## src/rtl/core/lrupr_pkg.sv

```systemverilog
// ---------------------------------------------------------------------------
// lrupr_pkg
// shared constants, token and update types, controller states
// ---------------------------------------------------------------------------
`default_nettype none

package lrupr_pkg;

	localparam int FRAMES_DEF    = 8;
	localparam int FRAMES_MAX    = 16;
	localparam int PAGE_BITS_DEF = 16;
	localparam int PAGE_BITS_MAX = 32;

	// index and rank fields sized for the largest frame count
	localparam int IDX_W       = 4;
	localparam int PAGE_W      = 16;
	localparam int FRAME_IDX_W = 3;
	localparam int FAULT_W     = 32;
	localparam int CFG_W       = 4;

	localparam logic [CFG_W-1:0]   CFG_RESET = 4'd8;
	localparam logic [FAULT_W-1:0] FAULT_MAX = {FAULT_W{1'b1}};

	// search request walking down the cell row
	typedef struct packed {
		logic                     vld;
		logic [PAGE_BITS_MAX-1:0] page;
		logic                     hit;
		logic [IDX_W-1:0]         hit_idx;
		logic [IDX_W-1:0]         hit_rank;
		logic                     empty;
		logic [IDX_W-1:0]         empty_idx;
		logic [IDX_W-1:0]         vic_idx;
		logic [IDX_W-1:0]         vic_rank;
		logic [PAGE_BITS_MAX-1:0] vic_page;
	} tok_t;

	// broadcast that makes one frame most recently used
	typedef struct packed {
		logic                     vld;
		logic [IDX_W-1:0]         slot;
		logic                     was_valid;
		logic [IDX_W-1:0]         old_rank;
		logic                     fill;
		logic [PAGE_BITS_MAX-1:0] page;
	} upd_t;

	typedef enum logic [1:0] {
		ST_IDLE,
		ST_SCAN,
		ST_DONE
	} state_t;

endpackage

`default_nettype wire

```

## src/rtl/core/lrupr_cell.sv

```systemverilog
// ---------------------------------------------------------------------------
// lrupr_cell
// one page frame: holds page, valid and recency rank, merges itself into
// the passing search request and registers it for the next cell
// ---------------------------------------------------------------------------
`default_nettype none

module lrupr_cell #(
	parameter int FRAMES    = lrupr_pkg::FRAMES_DEF,
	parameter int PAGE_BITS = lrupr_pkg::PAGE_BITS_DEF,
	parameter int CELL_IDX  = 0
) (
	input  wire logic          clk,
	input  wire logic          arst_n,
	input  wire logic          active,
	input  wire lrupr_pkg::tok_t tok_i,
	input  wire lrupr_pkg::upd_t upd,
	output lrupr_pkg::tok_t    tok_o
);

	localparam int RANK_W = (FRAMES > 1) ? $clog2(FRAMES) : 1;
	localparam logic [RANK_W-1:0]          RANK_TOP = RANK_W'(FRAMES - 1);
	localparam logic [lrupr_pkg::IDX_W-1:0] MY_IDX  = lrupr_pkg::IDX_W'(CELL_IDX);

	logic [PAGE_BITS-1:0] page_q;
	logic                 valid_q;
	logic [RANK_W-1:0]    rank_q;

	lrupr_pkg::tok_t                      tok_d;
	lrupr_pkg::tok_t                      tok_q;
	logic [lrupr_pkg::IDX_W-1:0]          rank_ext;
	logic [lrupr_pkg::PAGE_BITS_MAX-1:0]  page_ext;

	assign rank_ext = lrupr_pkg::IDX_W'(rank_q);
	assign page_ext = lrupr_pkg::PAGE_BITS_MAX'(page_q);

	always_comb begin
		tok_d = tok_i;
		if (active) begin
			if (!tok_i.hit && valid_q && (page_ext == tok_i.page)) begin
				tok_d.hit      = 1'b1;
				tok_d.hit_idx  = MY_IDX;
				tok_d.hit_rank = rank_ext;
			end
			if (!tok_i.empty && !valid_q) begin
				tok_d.empty     = 1'b1;
				tok_d.empty_idx = MY_IDX;
			end
			// frame 0 is always active and seeds the victim search
			if ((CELL_IDX == 0) || (rank_ext > tok_i.vic_rank)) begin
				tok_d.vic_idx  = MY_IDX;
				tok_d.vic_rank = rank_ext;
				tok_d.vic_page = page_ext;
			end
		end
	end

	always_ff @(posedge clk or negedge arst_n) begin
		if (!arst_n) begin
			tok_q <= '0;
		end else begin
			tok_q <= tok_d;
		end
	end

	assign tok_o = tok_q;

	always_ff @(posedge clk or negedge arst_n) begin
		if (!arst_n) begin
			valid_q <= 1'b0;
			rank_q  <= '0;
		end else if (upd.vld) begin
			if (upd.slot == MY_IDX) begin
				valid_q <= 1'b1;
				rank_q  <= '0;
			end else if (valid_q && (!upd.was_valid || (rank_ext < upd.old_rank))
					&& (rank_q != RANK_TOP)) begin
				rank_q <= rank_q + 1'b1;
			end
		end
	end

	always_ff @(posedge clk) begin
		if (upd.vld && upd.fill && (upd.slot == MY_IDX)) begin
			page_q <= upd.page[PAGE_BITS-1:0];
		end
	end

endmodule

`default_nettype wire

```

## src/rtl/core/lrupr_ctrl.sv

```systemverilog
// ---------------------------------------------------------------------------
// lrupr_ctrl
// request intake, frame count register, resolution of the search result,
// rank update broadcast, result register and fault counter
// ---------------------------------------------------------------------------
`default_nettype none

module lrupr_ctrl #(
	parameter int FRAMES    = lrupr_pkg::FRAMES_DEF,
	parameter int PAGE_BITS = lrupr_pkg::PAGE_BITS_DEF
) (
	input  wire logic                              clk,
	input  wire logic                              arst_n,
	input  wire logic                              cfg_valid,
	output logic                                   cfg_ready,
	input  wire logic [lrupr_pkg::CFG_W-1:0]       cfg_data,
	input  wire logic                              in_valid,
	output logic                                   in_stall,
	input  wire logic [lrupr_pkg::PAGE_W-1:0]      page,
	output lrupr_pkg::tok_t                        tok_first,
	input  wire lrupr_pkg::tok_t                   tok_last,
	output lrupr_pkg::upd_t                        upd,
	output logic [FRAMES-1:0]                      active,
	output logic                                   out_valid,
	input  wire logic                              out_stall,
	output logic                                   hit,
	output logic [lrupr_pkg::FRAME_IDX_W-1:0]      frame_index,
	output logic                                   evicted_valid,
	output logic [lrupr_pkg::PAGE_W-1:0]           evicted_page,
	output logic [lrupr_pkg::FAULT_W-1:0]          fault_total
);

	localparam int CNT_W = $clog2(FRAMES + 1);
	localparam logic [lrupr_pkg::PAGE_BITS_MAX-1:0] PAGE_MASK =
		{lrupr_pkg::PAGE_BITS_MAX{1'b1}} >> (lrupr_pkg::PAGE_BITS_MAX - PAGE_BITS);

	lrupr_pkg::state_t state_q, state_d;

	logic [lrupr_pkg::CFG_W-1:0]   frames_in_use_q;
	logic [CNT_W-1:0]              n_active;
	lrupr_pkg::tok_t               tok_first_q;
	lrupr_pkg::tok_t               res_q;
	logic                          accept;
	logic                          fire;
	logic [lrupr_pkg::IDX_W-1:0]   slot;
	logic                          evict;
	logic [lrupr_pkg::FAULT_W-1:0] fault_q;
	logic                          out_valid_q;
	logic                          hit_q;
	logic [lrupr_pkg::FRAME_IDX_W-1:0] frame_index_q;
	logic                          evicted_valid_q;
	logic [lrupr_pkg::PAGE_W-1:0]  evicted_page_q;

	// configuration
	assign cfg_ready = 1'b1;

	always_ff @(posedge clk or negedge arst_n) begin
		if (!arst_n) begin
			frames_in_use_q <= lrupr_pkg::CFG_RESET;
		end else if (cfg_valid) begin
			frames_in_use_q <= cfg_data;
		end
	end

	// zero acts as one, too many acts as all frames
	always_comb begin
		if (frames_in_use_q == '0) begin
			n_active = CNT_W'(1);
		end else if (32'(frames_in_use_q) > 32'(FRAMES)) begin
			n_active = CNT_W'(FRAMES);
		end else begin
			n_active = CNT_W'(frames_in_use_q);
		end
	end

	for (genvar k = 0; k < FRAMES; k++) begin : g_active
		assign active[k] = (CNT_W'(k) < n_active);
	end

	// sequencing
	always_ff @(posedge clk or negedge arst_n) begin
		if (!arst_n) begin
			state_q <= lrupr_pkg::ST_IDLE;
		end else begin
			state_q <= state_d;
		end
	end

	always_comb begin
		state_d  = state_q;
		fire     = 1'b0;
		in_stall = 1'b1;
		unique case (state_q)
			lrupr_pkg::ST_IDLE: begin
				in_stall = 1'b0;
				if (in_valid) begin
					state_d = lrupr_pkg::ST_SCAN;
				end
			end
			lrupr_pkg::ST_SCAN: begin
				if (tok_last.vld) begin
					state_d = lrupr_pkg::ST_DONE;
				end
			end
			lrupr_pkg::ST_DONE: begin
				if (!out_valid_q || !out_stall) begin
					fire    = 1'b1;
					state_d = lrupr_pkg::ST_IDLE;
				end
			end
			default: begin
				state_d = lrupr_pkg::ST_IDLE;
			end
		endcase
	end

	assign accept = in_valid && !in_stall;

	// request enters the row at frame 0
	always_ff @(posedge clk or negedge arst_n) begin
		if (!arst_n) begin
			tok_first_q <= '0;
		end else begin
			tok_first_q <= '0;
			if (accept) begin
				tok_first_q.vld  <= 1'b1;
				tok_first_q.page <= lrupr_pkg::PAGE_BITS_MAX'(page) & PAGE_MASK;
			end
		end
	end

	assign tok_first = tok_first_q;

	always_ff @(posedge clk) begin
		if ((state_q == lrupr_pkg::ST_SCAN) && tok_last.vld) begin
			res_q <= tok_last;
		end
	end

	// hit, else lowest empty frame, else the least recent one
	always_comb begin
		evict = !res_q.hit && !res_q.empty;
		if (res_q.hit) begin
			slot = res_q.hit_idx;
		end else if (res_q.empty) begin
			slot = res_q.empty_idx;
		end else begin
			slot = res_q.vic_idx;
		end
	end

	always_comb begin
		upd           = '0;
		upd.vld       = fire;
		upd.slot      = slot;
		upd.was_valid = !res_q.empty || res_q.hit;
		upd.old_rank  = res_q.hit ? res_q.hit_rank : res_q.vic_rank;
		upd.fill      = !res_q.hit;
		upd.page      = res_q.page;
	end

	always_ff @(posedge clk or negedge arst_n) begin
		if (!arst_n) begin
			fault_q <= '0;
		end else if (fire && !res_q.hit && (fault_q != lrupr_pkg::FAULT_MAX)) begin
			fault_q <= fault_q + 1'b1;
		end
	end

	// result register
	always_ff @(posedge clk or negedge arst_n) begin
		if (!arst_n) begin
			out_valid_q <= 1'b0;
		end else if (fire) begin
			out_valid_q <= 1'b1;
		end else if (!out_stall) begin
			out_valid_q <= 1'b0;
		end
	end

	always_ff @(posedge clk) begin
		if (fire) begin
			hit_q           <= res_q.hit;
			frame_index_q   <= slot[lrupr_pkg::FRAME_IDX_W-1:0];
			evicted_valid_q <= evict;
			evicted_page_q  <= evict ? res_q.vic_page[lrupr_pkg::PAGE_W-1:0] : '0;
		end
	end

	assign out_valid     = out_valid_q;
	assign hit           = hit_q;
	assign frame_index   = frame_index_q;
	assign evicted_valid = evicted_valid_q;
	assign evicted_page  = evicted_page_q;
	// the counter moves only when a result is loaded, so it holds while stalled
	assign fault_total   = fault_q;

endmodule

`default_nettype wire

```

## src/rtl/core/lru_page_replacement_core.sv

```systemverilog
// ---------------------------------------------------------------------------
// lru_page_replacement_core
// fully associative lru page replacement over a row of frame cells
// ---------------------------------------------------------------------------
//  channel   handshake               payload
//  cfg       cfg_valid / cfg_ready   cfg_data (frames in use)
//  in        in_valid / in_stall     page
//  out       out_valid / out_stall   hit, frame_index, evicted_valid,
//                                    evicted_page, fault_total
//
//  one request at a time: the lookup walks the row one frame per cycle,
//  ST_SCAN captures it at the row's end, ST_DONE updates ranks and loads the
//  result, and ST_IDLE takes the next request
//  in_stall is high from a taken request until its result is loaded; while
//  a result waits on out_stall the next request walks the row and then waits
//  reset clears valid bits, ranks and the fault count; frames in use is 8
// ---------------------------------------------------------------------------
`default_nettype none

module lru_page_replacement_core #(
	parameter int FRAMES    = lrupr_pkg::FRAMES_DEF,
	parameter int PAGE_BITS = lrupr_pkg::PAGE_BITS_DEF
) (
	input  wire logic                              clk,
	input  wire logic                              arst_n,
	input  wire logic                              cfg_valid,
	output logic                                   cfg_ready,
	input  wire logic [lrupr_pkg::CFG_W-1:0]       cfg_data,
	input  wire logic                              in_valid,
	output logic                                   in_stall,
	input  wire logic [lrupr_pkg::PAGE_W-1:0]      page,
	output logic                                   out_valid,
	input  wire logic                              out_stall,
	output logic                                   hit,
	output logic [lrupr_pkg::FRAME_IDX_W-1:0]      frame_index,
	output logic                                   evicted_valid,
	output logic [lrupr_pkg::PAGE_W-1:0]           evicted_page,
	output logic [lrupr_pkg::FAULT_W-1:0]          fault_total
);

	lrupr_pkg::tok_t     chain [FRAMES+1];
	lrupr_pkg::upd_t     upd;
	logic [FRAMES-1:0]   active;

	lrupr_ctrl #(
		.FRAMES    (FRAMES),
		.PAGE_BITS (PAGE_BITS)
	) u_ctrl (
		.clk           (clk),
		.arst_n        (arst_n),
		.cfg_valid     (cfg_valid),
		.cfg_ready     (cfg_ready),
		.cfg_data      (cfg_data),
		.in_valid      (in_valid),
		.in_stall      (in_stall),
		.page          (page),
		.tok_first     (chain[0]),
		.tok_last      (chain[FRAMES]),
		.upd           (upd),
		.active        (active),
		.out_valid     (out_valid),
		.out_stall     (out_stall),
		.hit           (hit),
		.frame_index   (frame_index),
		.evicted_valid (evicted_valid),
		.evicted_page  (evicted_page),
		.fault_total   (fault_total)
	);

	for (genvar k = 0; k < FRAMES; k++) begin : g_cell
		lrupr_cell #(
			.FRAMES    (FRAMES),
			.PAGE_BITS (PAGE_BITS),
			.CELL_IDX  (k)
		) u_cell (
			.clk    (clk),
			.arst_n (arst_n),
			.active (active[k]),
			.tok_i  (chain[k]),
			.upd    (upd),
			.tok_o  (chain[k+1])
		);
	end

endmodule

`default_nettype wire

```

## config.mk

```make
export PLATFORM = sky130hd
export DESIGN_NAME = lru_page_replacement_core
export DESIGN_NICKNAME = d
export VERILOG_FILES = /design/src/rtl/core/lrupr_pkg.sv /design/src/rtl/core/lrupr_cell.sv /design/src/rtl/core/lrupr_ctrl.sv /design/src/rtl/core/lru_page_replacement_core.sv
export SDC_FILE = /design/constraint.sdc
export NUM_CORES = 1
export LEC_CHECK = 0
export BUFFER_PORTS_ARGS = -buffer_cell sky130_fd_sc_hd__buf_2
export CORE_ASPECT_RATIO = 1.1
export CORE_UTILIZATION = 65
export DETAILED_ROUTE_END_ITERATION = 7
export GPL_TIMING_DRIVEN = 0
export PLACE_DENSITY = 0.81
export SYNTH_ARGS = -nofsm -noshare
export SYNTH_HDL_FRONTEND = slang
export SYNTH_SLANG_ARGS = --single-unit
```

## constraint.sdc

```tcl
create_clock -name clk -period 4.94 [get_ports clk]
set_input_delay 0.741 -clock clk [delete_from_list [all_inputs] [get_ports clk]]
set_output_delay 0.741 -clock clk [all_outputs]
set_load 0.05 [all_outputs]
```

==> out/results.ini <==
[grt]
grt_pass1_wl_mm=73.6
overflow=0
grt_pass1_vias=13400
track_usage=0.251
antenna_found_initial=0
grt_max_degree=128

[logic_synthesis]
ys_ff_latch=665
yosysUniqueCellTypes=54
yosys_warnings=0
synth_top_area_frac=0.475
yosys.area.top_type=dfrtp_1
synth.area.top_cells=dfrtp_1 (47%), edfxtp_1 (24%), mux2_2 (7.2%)
yosysSeqAreaShare=0.718
synth.most_common_cell=dfrtp_1
synthCells=1550
netlist_area_um2=24600
synth.net_count=1629
synth_common_cells=dfrtp_1 (466), edfxtp_1 (198), mux2_2 (157)
avgSynthCellArea_um2=15.9
ys_async_sr_fraction=0.702
synth_enable_flop_cells=198
synth_ff_type=dfrtp_1

[setup_path]
path_cells=clkbuf_8, nor3b_1, nand2_1, nor2_1
regToRegSetupSlack_ns=1.50
r2r_cells=4
cp_num_buf_inv=1
r2r-end=g_cell[6].u_cell.page_q[14]
cp_top_family=simple AND/OR/NAND/NOR gates
cp_max_fo=16
cp_slowest_stage_delay_ns=1.05
critPathKind=reg -> reg
crit_path_top_delay_cell=nor2_1
r2r_start=u_ctrl.res_q[53]
cp-end-kind=flop
crit_arrival_ns=3.65
worstSetupStartpointType=flop
cp.required_ns=5.15

[clocking]
tritoncts=built
hold_buffers=0
cts.sinks=665
path_clk_slew_ns=0.06
cts_resized=0
cts_setup_buffers=0
clockBufferDepth=3
clockRootBuffer=clkbuf_16
htree_levels=2
cts_buffers=60
insertion_delay_ns=0.61

[cells_and_area]
utilization=0.743
antenna_cells=0
area_delta_synth_final_pct=12.5
final_nets=1776
fin_area_um2=27600
drive_gt1_frac=0.237

[placed_design]
detailed_place_hpwl_mm=31.8
gp_congestion=0.877
port_buffers=79
place_area_um2=25700

[sta]
final_hold_viol_count=0
fmaxAchievable_mhz=291
worstMarginPinSlew_ns=1.27
fin_crit_sh=0.697
clock_skew_ns=0.0175
relSlewSlack=0.152
finalSetupViolations=0
rsz0062_at_grt=false
finalMaxSlewViolations=0
period_minus_slack_ns=3.44

[routing]
routed.top_layer=met4
wl_met2_mm=24.3
met1Wirelength_mm=18.4
first_iter_violations=648
via_per_inst=5.56
drt-total-wl_mm=46.0
dr_wl_met3_mm=1.58
post-route-drc-count=0
postRouteAntennaNets=0
first_pass_iters=7
wl_per_cell_um=20.5
num_vias=12500

[worst_hold_path]
min_path_type=in -> async

[die]
die_y_um=206
pin_count=81
initial_utilization=0.660
dieArea_um2=38600
coreArea_um2=37200
placementRows=74
die_w_um=187

[outcome]
outcome=finished clean

[power]
ir_worst_vdd_v=0.000352
p_leak_nw=12.1
power_w=0.0142
power_density_nw_per_um2=512

[run]
maxCapViolCount=0

[per-layer routing]
layer | track usage | vias up
met5 | 0 | -
met4 | 0.110 | 0
met3 | 0.0329 | 97
met2 | 0.451 | 259
met1 | 0.308 | 6382
li1 | - | 5725
[state kept, by name (all words and copies together), names as in the netlist]
name,cells
u_ctrl.frames_in_use_q,4
g_cell.u_cell.page_q,128
u_ctrl.upd,16
u_ctrl.evicted_page,16
g_cell.u_cell.valid_q,8
u_ctrl.tok_first,17
u_ctrl.hit,1
u_ctrl.state_q,2
u_ctrl.res_q,33
u_ctrl.fault_total,32
u_ctrl.evicted_valid,1
u_ctrl.frame_index,3
g_cell.u_cell.tok_o,379
u_ctrl.out_valid,1
g_cell.u_cell.rank_q,24
[power by group]
group,internal [W],total [W],switching [W]
logic,0.00122,0.00249,0.00128
clock network,0.00248,0.00444,0.00195
registers,0.00672,0.00723,0.000509
total,0.0104,0.0142,0.00374
[logic make-up (layout without fill, tap and decap cells)]
family / Yosys count / after routing / synth area share
DFF: 665 / 665 / 0.718
AOI/OAI and AO/OA: 81 / 81 / 0.0247
and+or+nand+nor: 334 / 334 / 0.0792
muxes: 178 / 178 / 0.0805
xor gates and xnor gates: 159 / 159 / 0.0567
other: 1 / 1 / 0.000153
adders and majority gates: 54 / 54 / 0.0275
buffers and inverters: 78 / 277 / 0.0135
[layout by cell type (no fill, tap or decap), types with 23 or more instances in the layout]
cell / n
xnor2_1: 86
nor2_1: 48
ha_1: 54
edfxtp_1: 198
nand3_1: 23
or2_2: 42
xor2_1: 73
nand2_1: 36
mux2_2: 157
inv_1: 32
and2_1: 37
nor4_1: 25
nand4_1: 27
buf_2: 87
dfrtp_1: 466
clkbuf_16: 60
clkbuf_1: 48
[area by class of cell]
type | instances | area, µm²
buffer | 46 | 213
clock buffer | 77 | 1590
clock inverter | 37 | 310
fill | 2228 | 9580
inverter | 32 | 120
multi-input combinational | 807 | 6620
sequential | 665 | 17600
tap | 494 | 618
timing repair buffer | 85 | 543
[worst max path at each step]
stage,start,endpoint,slack (ns),cells after the start
floorplan,u_ctrl.state_q[1],u_ctrl.res_q[0],1.99,1
global placement,arst_n,g_cell[0].u_cell.rank_q[1],-5.68,1
detailed placement,out_stall,g_cell[0].u_cell.page_q[8],1.09,5
CTS,u_ctrl.res_q[53],g_cell[1].u_cell.page_q[14],1.37,4
global route,u_ctrl.res_q[53],g_cell[6].u_cell.page_q[10],1.28,4
finish,u_ctrl.res_q[53],g_cell[6].u_cell.page_q[14],1.50,4
[through the flow]
stage                     instances  setup slack, ns  hold WS [ns]  TNS (ns)
after floorplan                1550             1.99         0.331         0
after global placement         2123            -5.68         0.334  -2637.34
after detailed placement       2128             1.09         0.336         0
after CTS                      2242             1.37        0.0588         0
after global routing           2243             1.28        0.0892         0
final                          2243             1.50        0.0547         0
Power figures use the tool's default switching activity.
